==> src/design/spo_pkg.sv <==
// Shared types, constants and a helper function for the spread option payoff unit.
`timescale 1ns / 1ps
package spo_pkg;

	localparam int COUNT_WIDTH_DEF = 24;
	localparam int SUM_WIDTH_DEF = 64;
	localparam int CFG_IDX_W = 4;
	localparam int SQ_STEPS = 20;
	localparam int SERIES_TERMS = 14;

	localparam logic [24:0] LOG2E_Q24 = 25'd24204406;
	localparam logic [31:0] LN2_Q32 = 32'd2977044472;
	localparam logic [47:0] PRICE_SAT = 48'hFFFF_FFFF_FFFF;
	localparam logic [30:0] ONE_Q30 = 31'h4000_0000;

	localparam logic [31:0] RST_FWD_S = 32'd7354600;
	localparam logic [31:0] RST_FWD_L = 32'd6753300;
	localparam logic [31:0] RST_STRIKE = 32'd0;
	localparam logic [15:0] RST_VOL_S = 16'd6554;
	localparam logic [15:0] RST_VOL_L = 16'd9830;
	localparam logic [23:0] RST_MATURITY = 24'd65536;
	localparam logic [15:0] RST_CORR = 16'd0;
	localparam logic [15:0] RST_DISC = 16'd62340;

	typedef enum logic [CFG_IDX_W-1:0] {
		CFG_FWD_S = 4'd0,
		CFG_FWD_L = 4'd1,
		CFG_STRIKE = 4'd2,
		CFG_VOL_S = 4'd3,
		CFG_VOL_L = 4'd4,
		CFG_MATURITY = 4'd5,
		CFG_CORR = 4'd6,
		CFG_DISC = 4'd7
	} cfg_idx_t;

	typedef struct packed {
		logic signed [15:0] normal_s;
		logic signed [15:0] normal_l;
		logic last_path;
	} in_item_t;

	typedef struct packed {
		logic [31:0] option_value;
		logic sum_saturated;
		logic [23:0] paths_used;
	} out_item_t;

	typedef enum logic [4:0] {
		OP_NOP,
		OP_LOAD,
		OP_SQ_STEP,
		OP_SQ_INIT_T,
		OP_XL_MUL,
		OP_XL_ADD,
		OP_T1,
		OP_T2,
		OP_EXP_E,
		OP_EXP_Y,
		OP_EXP_N,
		OP_EXP_G,
		OP_SER_MUL,
		OP_SER_DIV,
		OP_PROD,
		OP_SCALE,
		OP_ACC,
		OP_DIV_STEP,
		OP_M_MUL,
		OP_OUT
	} dp_op_t;

	typedef enum logic [4:0] {
		ST_IDLE,
		ST_SQC,
		ST_SQT_INIT,
		ST_SQT,
		ST_XL_MUL,
		ST_XL_ADD,
		ST_T1,
		ST_T2,
		ST_EXP_E,
		ST_EXP_Y,
		ST_EXP_N,
		ST_EXP_G,
		ST_SER_MUL,
		ST_SER_DIV,
		ST_PROD,
		ST_SCALE,
		ST_ACC,
		ST_DIV,
		ST_MEAN,
		ST_OUT
	} state_t;

	typedef struct packed {
		dp_op_t op;
		logic asset;
		logic [3:0] k;
	} dp_cmd_t;

	typedef struct packed {
		logic last;
	} dp_stat_t;

	// Reciprocals ceil(2^35/k) give an exact floor division for dividends below 2^31.
	function automatic logic [35:0] recip_q35(input logic [3:0] k);
		logic [35:0] r;
		unique case (k)
			4'd1: r = 36'd34359738368;
			4'd2: r = 36'd17179869184;
			4'd3: r = 36'd11453246123;
			4'd4: r = 36'd8589934592;
			4'd5: r = 36'd6871947674;
			4'd6: r = 36'd5726623062;
			4'd7: r = 36'd4908534053;
			4'd8: r = 36'd4294967296;
			4'd9: r = 36'd3817748708;
			4'd10: r = 36'd3435973837;
			4'd11: r = 36'd3123612579;
			4'd12: r = 36'd2863311531;
			4'd13: r = 36'd2643056798;
			4'd14: r = 36'd2454267027;
			default: r = 36'd0;
		endcase
		return r;
	endfunction

endpackage

==> src/design/spo_ctrl.sv <==
// Sequencer that steps the payoff datapath through one path and the final averaging.
`timescale 1ns / 1ps
module spo_ctrl #(
	parameter int SUM_WIDTH = spo_pkg::SUM_WIDTH_DEF
) (
	input logic clk,
	input logic arst_n,
	input logic in_valid,
	output logic in_ready,
	output logic out_valid,
	input logic out_ready,
	input spo_pkg::dp_stat_t stat,
	output spo_pkg::dp_cmd_t cmd
);
	import spo_pkg::*;

	localparam int CNT_W = $clog2(SUM_WIDTH);

	state_t state_q, state_d;
	logic [CNT_W-1:0] cnt_q;
	logic asset_q;
	logic out_valid_q;
	logic slot_free;

	assign slot_free = !out_valid_q || out_ready;

	always_comb begin
		state_d = state_q;
		unique case (state_q)
			ST_IDLE: if (in_valid) state_d = ST_SQC;
			ST_SQC: if (cnt_q == CNT_W'(SQ_STEPS - 1)) state_d = ST_SQT_INIT;
			ST_SQT_INIT: state_d = ST_SQT;
			ST_SQT: if (cnt_q == CNT_W'(SQ_STEPS - 1)) state_d = ST_XL_MUL;
			ST_XL_MUL: state_d = ST_XL_ADD;
			ST_XL_ADD: state_d = ST_T1;
			ST_T1: state_d = ST_T2;
			ST_T2: state_d = ST_EXP_E;
			ST_EXP_E: state_d = ST_EXP_Y;
			ST_EXP_Y: state_d = ST_EXP_N;
			ST_EXP_N: state_d = ST_EXP_G;
			ST_EXP_G: state_d = ST_SER_MUL;
			ST_SER_MUL: state_d = ST_SER_DIV;
			ST_SER_DIV: begin
				if (cnt_q == CNT_W'(SERIES_TERMS - 1)) state_d = ST_PROD;
				else state_d = ST_SER_MUL;
			end
			ST_PROD: state_d = ST_SCALE;
			ST_SCALE: state_d = asset_q ? ST_ACC : ST_T1;
			ST_ACC: state_d = stat.last ? ST_DIV : ST_IDLE;
			ST_DIV: if (cnt_q == CNT_W'(SUM_WIDTH - 1)) state_d = ST_MEAN;
			ST_MEAN: state_d = ST_OUT;
			ST_OUT: if (slot_free) state_d = ST_IDLE;
			default: state_d = ST_IDLE;
		endcase
	end

	always_comb begin
		cmd.asset = asset_q;
		cmd.k = cnt_q[3:0] + 4'd1;
		cmd.op = OP_NOP;
		unique case (state_q)
			ST_IDLE: cmd.op = in_valid ? OP_LOAD : OP_NOP;
			ST_SQC: cmd.op = OP_SQ_STEP;
			ST_SQT_INIT: cmd.op = OP_SQ_INIT_T;
			ST_SQT: cmd.op = OP_SQ_STEP;
			ST_XL_MUL: cmd.op = OP_XL_MUL;
			ST_XL_ADD: cmd.op = OP_XL_ADD;
			ST_T1: cmd.op = OP_T1;
			ST_T2: cmd.op = OP_T2;
			ST_EXP_E: cmd.op = OP_EXP_E;
			ST_EXP_Y: cmd.op = OP_EXP_Y;
			ST_EXP_N: cmd.op = OP_EXP_N;
			ST_EXP_G: cmd.op = OP_EXP_G;
			ST_SER_MUL: cmd.op = OP_SER_MUL;
			ST_SER_DIV: cmd.op = OP_SER_DIV;
			ST_PROD: cmd.op = OP_PROD;
			ST_SCALE: cmd.op = OP_SCALE;
			ST_ACC: cmd.op = OP_ACC;
			ST_DIV: cmd.op = OP_DIV_STEP;
			ST_MEAN: cmd.op = OP_M_MUL;
			ST_OUT: cmd.op = slot_free ? OP_OUT : OP_NOP;
			default: cmd.op = OP_NOP;
		endcase
	end

	assign in_ready = (state_q == ST_IDLE);
	assign out_valid = out_valid_q;

	always_ff @(posedge clk or negedge arst_n) begin
		if (!arst_n) begin
			state_q <= ST_IDLE;
			cnt_q <= '0;
			asset_q <= 1'b0;
			out_valid_q <= 1'b0;
		end else begin
			state_q <= state_d;
			if (state_q == ST_SQC || state_q == ST_SQT || state_q == ST_DIV) begin
				cnt_q <= (state_d != state_q) ? '0 : cnt_q + 1'b1;
			end else if (state_q == ST_SER_DIV) begin
				cnt_q <= (state_d == ST_PROD) ? '0 : cnt_q + 1'b1;
			end
			if (state_q == ST_SCALE) asset_q <= !asset_q;
			if (cmd.op == OP_OUT) out_valid_q <= 1'b1;
			else if (out_ready) out_valid_q <= 1'b0;
		end
	end

`ifndef SYNTHESIS
	a_out_slot_free: assert property (@(posedge clk) disable iff (!arst_n)
		(cmd.op == OP_OUT) |-> slot_free)
		else $error("result written over a pending transaction");
	a_series_bound: assert property (@(posedge clk) disable iff (!arst_n)
		(state_q == ST_SER_DIV) |-> (cnt_q < CNT_W'(SERIES_TERMS)))
		else $error("series counter out of range");
	a_accept_starts: assert property (@(posedge clk) disable iff (!arst_n)
		(in_valid && in_ready) |=> (state_q == ST_SQC))
		else $error("accepted transaction did not start the sequence");
	a_result_source: assert property (@(posedge clk) disable iff (!arst_n)
		$rose(out_valid_q) |-> ($past(state_q) == ST_OUT))
		else $error("result raised outside the output step");
	a_asset_idle: assert property (@(posedge clk) disable iff (!arst_n)
		(state_q == ST_ACC) |=> !asset_q)
		else $error("asset select not back on first asset");
`endif

endmodule

==> config.mk <==
export PLATFORM = sky130hd
export DESIGN_NAME = spo_ctrl
export DESIGN_NICKNAME = d
export VERILOG_FILES = /design/src/design/spo_pkg.sv /design/src/design/spo_ctrl.sv
export SDC_FILE = /design/constraint.sdc
export NUM_CORES = 1
export LEC_CHECK = 0
export BUFFER_PORTS_ARGS = -buffer_cell sky130_fd_sc_hd__buf_2
export CELL_PAD_IN_SITES_DETAIL_PLACEMENT = 1
export CELL_PAD_IN_SITES_GLOBAL_PLACEMENT = 1
export CORE_MARGIN = 2
export CORE_UTILIZATION = 45
export DETAILED_ROUTE_END_ITERATION = 10
export PLACE_DENSITY = 0.93
export SYNTH_ARGS = -nofsm -noshare
export SYNTH_HDL_FRONTEND = slang
export SYNTH_SLANG_ARGS = --single-unit
==> constraint.sdc <==
create_clock -name clk -period 3.5 [get_ports clk]
set_input_delay 0 -clock clk [delete_from_list [all_inputs] [get_ports clk]]
set_output_delay 0 -clock clk [all_outputs]
set_load 0.1 [all_outputs]
==> results of run 1 <==
-- cell usage after synthesis (all sizes together), types with 3 or more instances --
master	count	area, µm²
a21oi	8	55.05
nand2	18	72.57
nor2	8	46.30
buf	9	66.31
o21ai	10	53.80
inv	7	26.28
a31oi	3	18.77
o2111ai	3	26.28
nand3	5	25.02
dfrtp	13	325.3
xor2	3	26.28
o311ai	3	33.79
-- final cells by class --
cell class / instances / area (µm²) / share of cell area
tap: 28 / 35.03 / 0.02972
sequential: 13 / 325.3 / 0.2760
multi-input combinational: 94 / 671.9 / 0.5701
timing repair buffer: 17 / 90.09 / 0.07643
inverter: 8 / 30.03 / 0.02548
clock buffer: 4 / 26.28 / 0.02229
-- final timing paths --
check | from | end | slack, ns | depth (start not counted)
worst max register to register | state_q[4]$_DFF_PN0_ | cnt_q[5]$_DFFE_PN0P_ | 1.47 | 4
max in group asynchronous | arst_n | state_q[0]$_DFF_PN0_ | 3.12 | 2
worst min register to register | cnt_q[0]$_DFFE_PN0P_ | cnt_q[0]$_DFFE_PN0P_ | 0.57 | 1
min in group asynchronous | arst_n | cnt_q[4]$_DFFE_PN0P_ | 0.13 | 2
worst max-delay path | state_q[3]$_DFF_PN0_ | cmd[5] | 1.35 | 5
worst min-delay path | stat | state_q[4]$_DFF_PN0_ | 0.09 | 4
-- flip-flops by register name (all words and copies together), names as in the netlist --
| signal | cells |
|---|---|
| cnt_q | 6 |
| asset_q | 1 |
| state_q | 5 |
| out_valid | 1 |
-- layout by cell type, fill, tap and decap left out, types with 2 or more instances in the layout --
cell type  count
a21oi_2        4
inv_2          2
xor2_1         3
nand2_1       16
o211ai_1       2
a21oi_1        4
nor2b_1        2
buf_2         16
inv_1          5
o21ai_1        6
o21ai_0        3
o311ai_1       2
a31oi_1        3
clkbuf_4       3
nand4_1        2
a211oi_1       2
o2111ai_1      3
and2b_2        2
nand3_1        5
ha_1           2
dfrtp_1       13
nor2_1         7
nand2_2        2
-- per-layer routing --
layer  up-vias  wire length (µm)  track usage
met5         -                 0            0
met1       518              1337       0.3221
li1        474                 -            -
met3        13               124      0.02825
met4         0               138       0.1752
met2        37              1564       0.4313
-- per-stage QoR --
| step | hold slack, ns | util | instance area (µm²) | instances | worst slack, ns |
|---|---|---|---|---|---|
| after floorplan | -0.2956 | - | 1094 | 124 | -0.01204 |
| after global placement | -0.09370 | 0.5115 | 1142 | 159 | 1.654 |
| after detailed placement | -0.09066 | 0.5115 | 1142 | 159 | 1.560 |
| after CTS | 0.09594 | 0.5277 | 1179 | 164 | 1.354 |
| after global routing | 0.1230 | 0.5277 | 1179 | 164 | 1.257 |
| final | 0.09444 | 0.5277 | 1179 | 164 | 1.355 |
-- kinds of logic (layout without fill, tap and decap cells) --
logic type,Yosys count,after routing,synth area share
flip-flops,13,13,0.3013
multiplexers,1,1,0.01043
AND/OR/NAND/NOR,46,46,0.2538
adder cells (fa/ha/maj),2,2,0.02317
buffers and inverters,17,29,0.08922
XOR/XNOR,4,4,0.03245
AO/OA/AOI/OAI,41,41,0.2897
-- critical path: cells and delay by family (launching register included) --
family          cells  cell delay (ns)
compound gates      2             0.21
mux                 1             0.29
simple gates        1             0.25
buf+inv             1             0.46
flops               1             0.63
-- power by group through the flow --
| stage | registers [W] | clock network (W) | logic (W) |
|---|---|---|---|
| global route | 0.000150 | 0.000109 | 0.00000902 |
| CTS | 0.000150 | 0.000104 | 0.00000783 |
| global placement | 0.000153 | 0 | 0.00000685 |
| detailed placement | 0.000153 | 0 | 0.00000691 |
| floorplan | 0.000153 | 0 | 0.00000121 |
| finish | 0.000150 | 0.000104 | 0.00000770 |
-- timing repair --
item	4_1_cts	5_1_grt
hold buffers	1	0
setup endpoints to repair	0	0
hold endpoints to repair	13	0
==> flow_summary.json, run 1 <==
{
  "grt_pass1_wl_mm": 5.147,
  "drt-total-wl_mm": 3.164,
  "drt.antenna.violating_nets": 0,
  "synth.cell_area_um2": 1080,
  "fp.dieH_um": 52.99,
  "p_seq_frac": 0.574,
  "synthArstFlopShare": 1.000,
  "drive_above_1_share": 0.2941,
  "max-slew-margin-rel": 0.4382,
  "clock_path_buffers": 2,
  "drtIter0Drc": 25,
  "period_needed_ns": 2.145,
  "worstMarginPinSlew_ns": 0.8427,
  "cts_resized": 0,
  "critPathMaxStageDelay_ns": 0.63,
  "cts_buffers": 3,
  "antenna_found_initial": 0,
  "ys_warn_count": 0,
  "diodes": 0,
  "ys_seq_area_frac": 0.3013,
  "core_area_um2": 2233,
  "dieArea_um2": 2807,
  "p_switching_w": 0.00006387,
  "pwr-share-clk": 0.396,
  "layout.nets": 144,
  "dpl.hpwl_mm": 2.299,
  "setup_tns_ns": 0,
  "clkLatencyLatePin_ns": 0.30,
  "worstPathRequired_ns": 3.50,
  "ios": 17,
  "slew_viol_final": 0,
  "p_int_w": 0.0001974,
  "htreeDepth": 1,
  "syn_inst": 124,
  "syn_nets": 131,
  "grt_setup_unrepaired": "false",
  "setup_viol": 0,
  "power.total_w": 0.0002613,
  "maxCapViolCount": 0,
  "fin_skew_ns": 0.01309,
  "fill_cells": 301,
  "gp_congestion": 0.8540,
  "synth_edf_count": 0,
  "rows": 17,
  "powerDensity_nw_per_um2": 221.7,
  "crit_chain": "nor2_8 -> o21ai_0 -> mux2_2 -> o32ai_2 -> buf_2",
  "fin_crit_sh": 0.6130,
  "grt_pass1_vias": 1059,
  "synth_cell_type_count": 49,
  "cts_setup_buffers": 0,
  "root_buffer": "clkbuf_4",
  "crit_arrival_ns": 2.15,
  "critPathCaptureType": "output port",
  "status": "completed",
  "routedWlPerCell_um": 19.29,
  "cts_tree": "built",
  "ys_ff_latch": 13,
  "avgSynthCellArea_um2": 8.708,
  "p_comb_frac": 0.029,
  "port_buffers": 16,
  "path_max_fanout": 12,
  "initial_core_util": 0.4835,
  "crit_type": "flip-flop to output port",
  "die_w_um": 52.99,
  "finalHoldViolCount": 0,
  "p_sw_frac": 0.2444,
  "overflow": 0,
  "synth_top_flop_cell": "dfrtp_1",
  "p_leak_nw": 0.5486,
  "firstDrtPassIters": 4,
  "cp-start-kind": "flip-flop",
  "dr_total_vias": 1042,
  "clock-sinks": 13,
  "crit_path_top_delay_cell": "dfrtp_1",
  "grt_max_degree": 23,
  "clk_pin_slew_worst_paths_ns": 0.10,
  "drc": 0,
  "ir_drop_mv": 0.1832,
  "area_growth_pct": 9.154,
  "max_freq_mhz": 466.1,
  "viasPerCell": 6.354,
  "grt_use_total": 0.2627,
  "hold_path_class": "primary input to flip-flop"
}
Note: power is estimated with default switching activity, not from simulation.
==> run 2, diff against run 1 <==
Settings changed: CORE_UTILIZATION 45 to 42, PLACE_DENSITY 0.93 to 0.89.
Clock period 3.5 ns to 2.1 ns, I/O delays scaled along.
==> run 2 against run 1 <==
Routed wire length is 3.2% lower. Count of clock-buffer cells in the layout stayed put. Core utilization is 0.95 points higher. Die area is 6.6% higher. Register-to-register slack worse by 1.3 ns. Clock skew is 0.011 ns lower. Critical path type unchanged. Combinational power is 62% higher. Global-route usage is 2.0 points lower. Largest power group unchanged. Worst setup slack worse by 1.2 ns. Power is 67% higher. Largest cell class unchanged. Clock power is 66% higher.
==> flow_summary.json, run 2 (synthesis results as in run 1) <==
{
  "core_area_um2": 2455,
  "fp.dieH_um": 54.71,
  "hold_path_class": "primary input to flip-flop",
  "setup_viol": 0,
  "powerDensity_nw_per_um2": 330.0,
  "port_buffers": 16,
  "p_leak_nw": 0.6188,
  "rows": 18,
  "fin_skew_ns": 0.002399,
  "antenna_found_initial": 0,
  "clkLatencyLatePin_ns": 0.29,
  "finalHoldViolCount": 0,
  "overflow": 0,
  "worstPathRequired_ns": 2.10,
  "drive_above_1_share": 0.3750,
  "critPathCaptureType": "output port",
  "root_buffer": "clkbuf_4",
  "p_comb_frac": 0.029,
  "p_seq_frac": 0.575,
  "startpoint": "state_q[2]$_DFF_PN0_",
  "pwr-share-clk": 0.397,
  "final_common_cell": "nand2_1",
  "largest_register_ffs": 6,
  "crit_arrival_ns": 1.98,
  "cts_buffers": 3,
  "drtIter0Drc": 22,
  "hold_start": "in_valid",
  "p_sw_frac": 0.2444,
  "grt_setup_unrepaired": "false",
  "top_register": "cnt_q",
  "power.total_w": 0.0004352,
  "dr_total_vias": 1032,
  "gp_congestion": 0.8136,
  "p_int_w": 0.0003289,
  "fin_crit_sh": 0.9431,
  "hold_ws_ns": 0.1089,
  "clk_pin_slew_worst_paths_ns": 0.09,
  "maxCapViolCount": 0,
  "initial_core_util": 0.4399,
  "reg_top3": "cnt_q: 6 flops, state_q: 5 flops",
  "fin_util": 0.5372,
  "period_needed_ns": 1.981,
  "cts_tree": "built",
  "drc": 0,
  "die_w_um": 54.71,
  "grt_use_total": 0.2427,
  "layout_common_cells": "16 x nand2_1, 15 x buf_2, 13 x dfrtp_1",
  "ios": 17,
  "drt-total-wl_mm": 3.062,
  "worstReg2RegStart": "cnt_q[0]$_DFFE_PN0P_",
  "grt_max_degree": 14,
  "routedWlPerCell_um": 17.60,
  "grt_pass1_vias": 1017,
  "status": "completed",
  "final_cells": 174,
  "firstDrtPassIters": 4,
  "p_switching_w": 0.0001064,
  "path_max_fanout": 9,
  "dpl.cell_count": 169,
  "slew_viol_final": 0,
  "max-slew-margin-rel": 0.6746,
  "viasPerCell": 5.931,
  "clock_path_buffers": 2,
  "diodes": 0,
  "cp-start-kind": "flip-flop",
  "dpl.hpwl_mm": 2.284,
  "max_freq_mhz": 504.9,
  "drt.antenna.violating_nets": 0,
  "layout.nets": 152,
  "worstMarginPinSlew_ns": 0.4881,
  "htreeDepth": 1,
  "crit_type": "flip-flop to output port",
  "area_growth_pct": 22.13,
  "grt_pass1_wl_mm": 5.016,
  "clock-sinks": 13,
  "ir_drop_mv": 0.2782,
  "dieArea_um2": 2993
}
[run 2: cell types whose count changed in the layout (fill, tap and decap cells not counted), sizes merged]
cell  delta
buf      +8
[run 2: through the flow]
stage,setup TNS [ns],cell area [µm²],setup WS (ns)
after detailed placement,0,1282,0.2622
after global placement,0,1282,0.3675
after CTS,0,1319,0.1246
final,0,1319,0.1195
after global routing,0,1319,0.02944
after floorplan,-0.4652,1144,-0.4652
[run 2: power groups by stage]
stage / clock (W) / sequential, W / combinational (W)
2_1_floorplan: 0 / 0.000255 / 0.00000201
3_3_place_gp: 0 / 0.000255 / 0.0000110
3_5_place_dp: 0 / 0.000255 / 0.0000115
4_1_cts: 0.000171 / 0.000250 / 0.0000129
5_1_grt: 0.000188 / 0.000250 / 0.0000146
6_report: 0.000173 / 0.000250 / 0.0000125
[run 2: final timing paths]
check / slack (ns) / to / cells past startpoint
max: 0.12 / cmd[5] / 6
min: 0.11 / state_q[0]$_DFF_PN0_ / 3
max reg2reg: 0.16 / cnt_q[5]$_DFFE_PN0P_ / 6
min reg2reg: 0.57 / asset_q$_DFFE_PN0N_ / 1
max in group asynchronous: 1.75 / state_q[4]$_DFF_PN0_ / 2
min in group asynchronous: 0.12 / state_q[2]$_DFF_PN0_ / 2
[run 2: worst max-delay path: stages (launching register included)]
cell     delay (ns)
dfrtp_1        0.55
buf_4          0.24
nor2_8         0.13
o21ai_0        0.10
mux2_2         0.30
o32ai_4        0.16
buf_12         0.21
[run 2: what timing repair did]
action / CTS / global route
hold buffers: 1 / 0
gates resized for setup: 0 / 0
endpoints found under the hold margin: 13 / 0
buffers inserted: 0 / 0
[run 2: final cells by class]
type / count / area [µm²]
fillers: 290 / 1136
multi-input cells: 94 / 721.9
flip-flops and latches: 13 / 325.3
repair buffers: 25 / 177.7
well taps: 30 / 37.54
inverters: 8 / 30.03
clock buffers: 4 / 26.28
[run 2: routing by layer]
metal | track usage | share of wire
met5 | 0 | 0
met4 | 0.1083 | 0.010
met3 | 0.03825 | 0.049
met2 | 0.3770 | 0.50
met1 | 0.3283 | 0.44
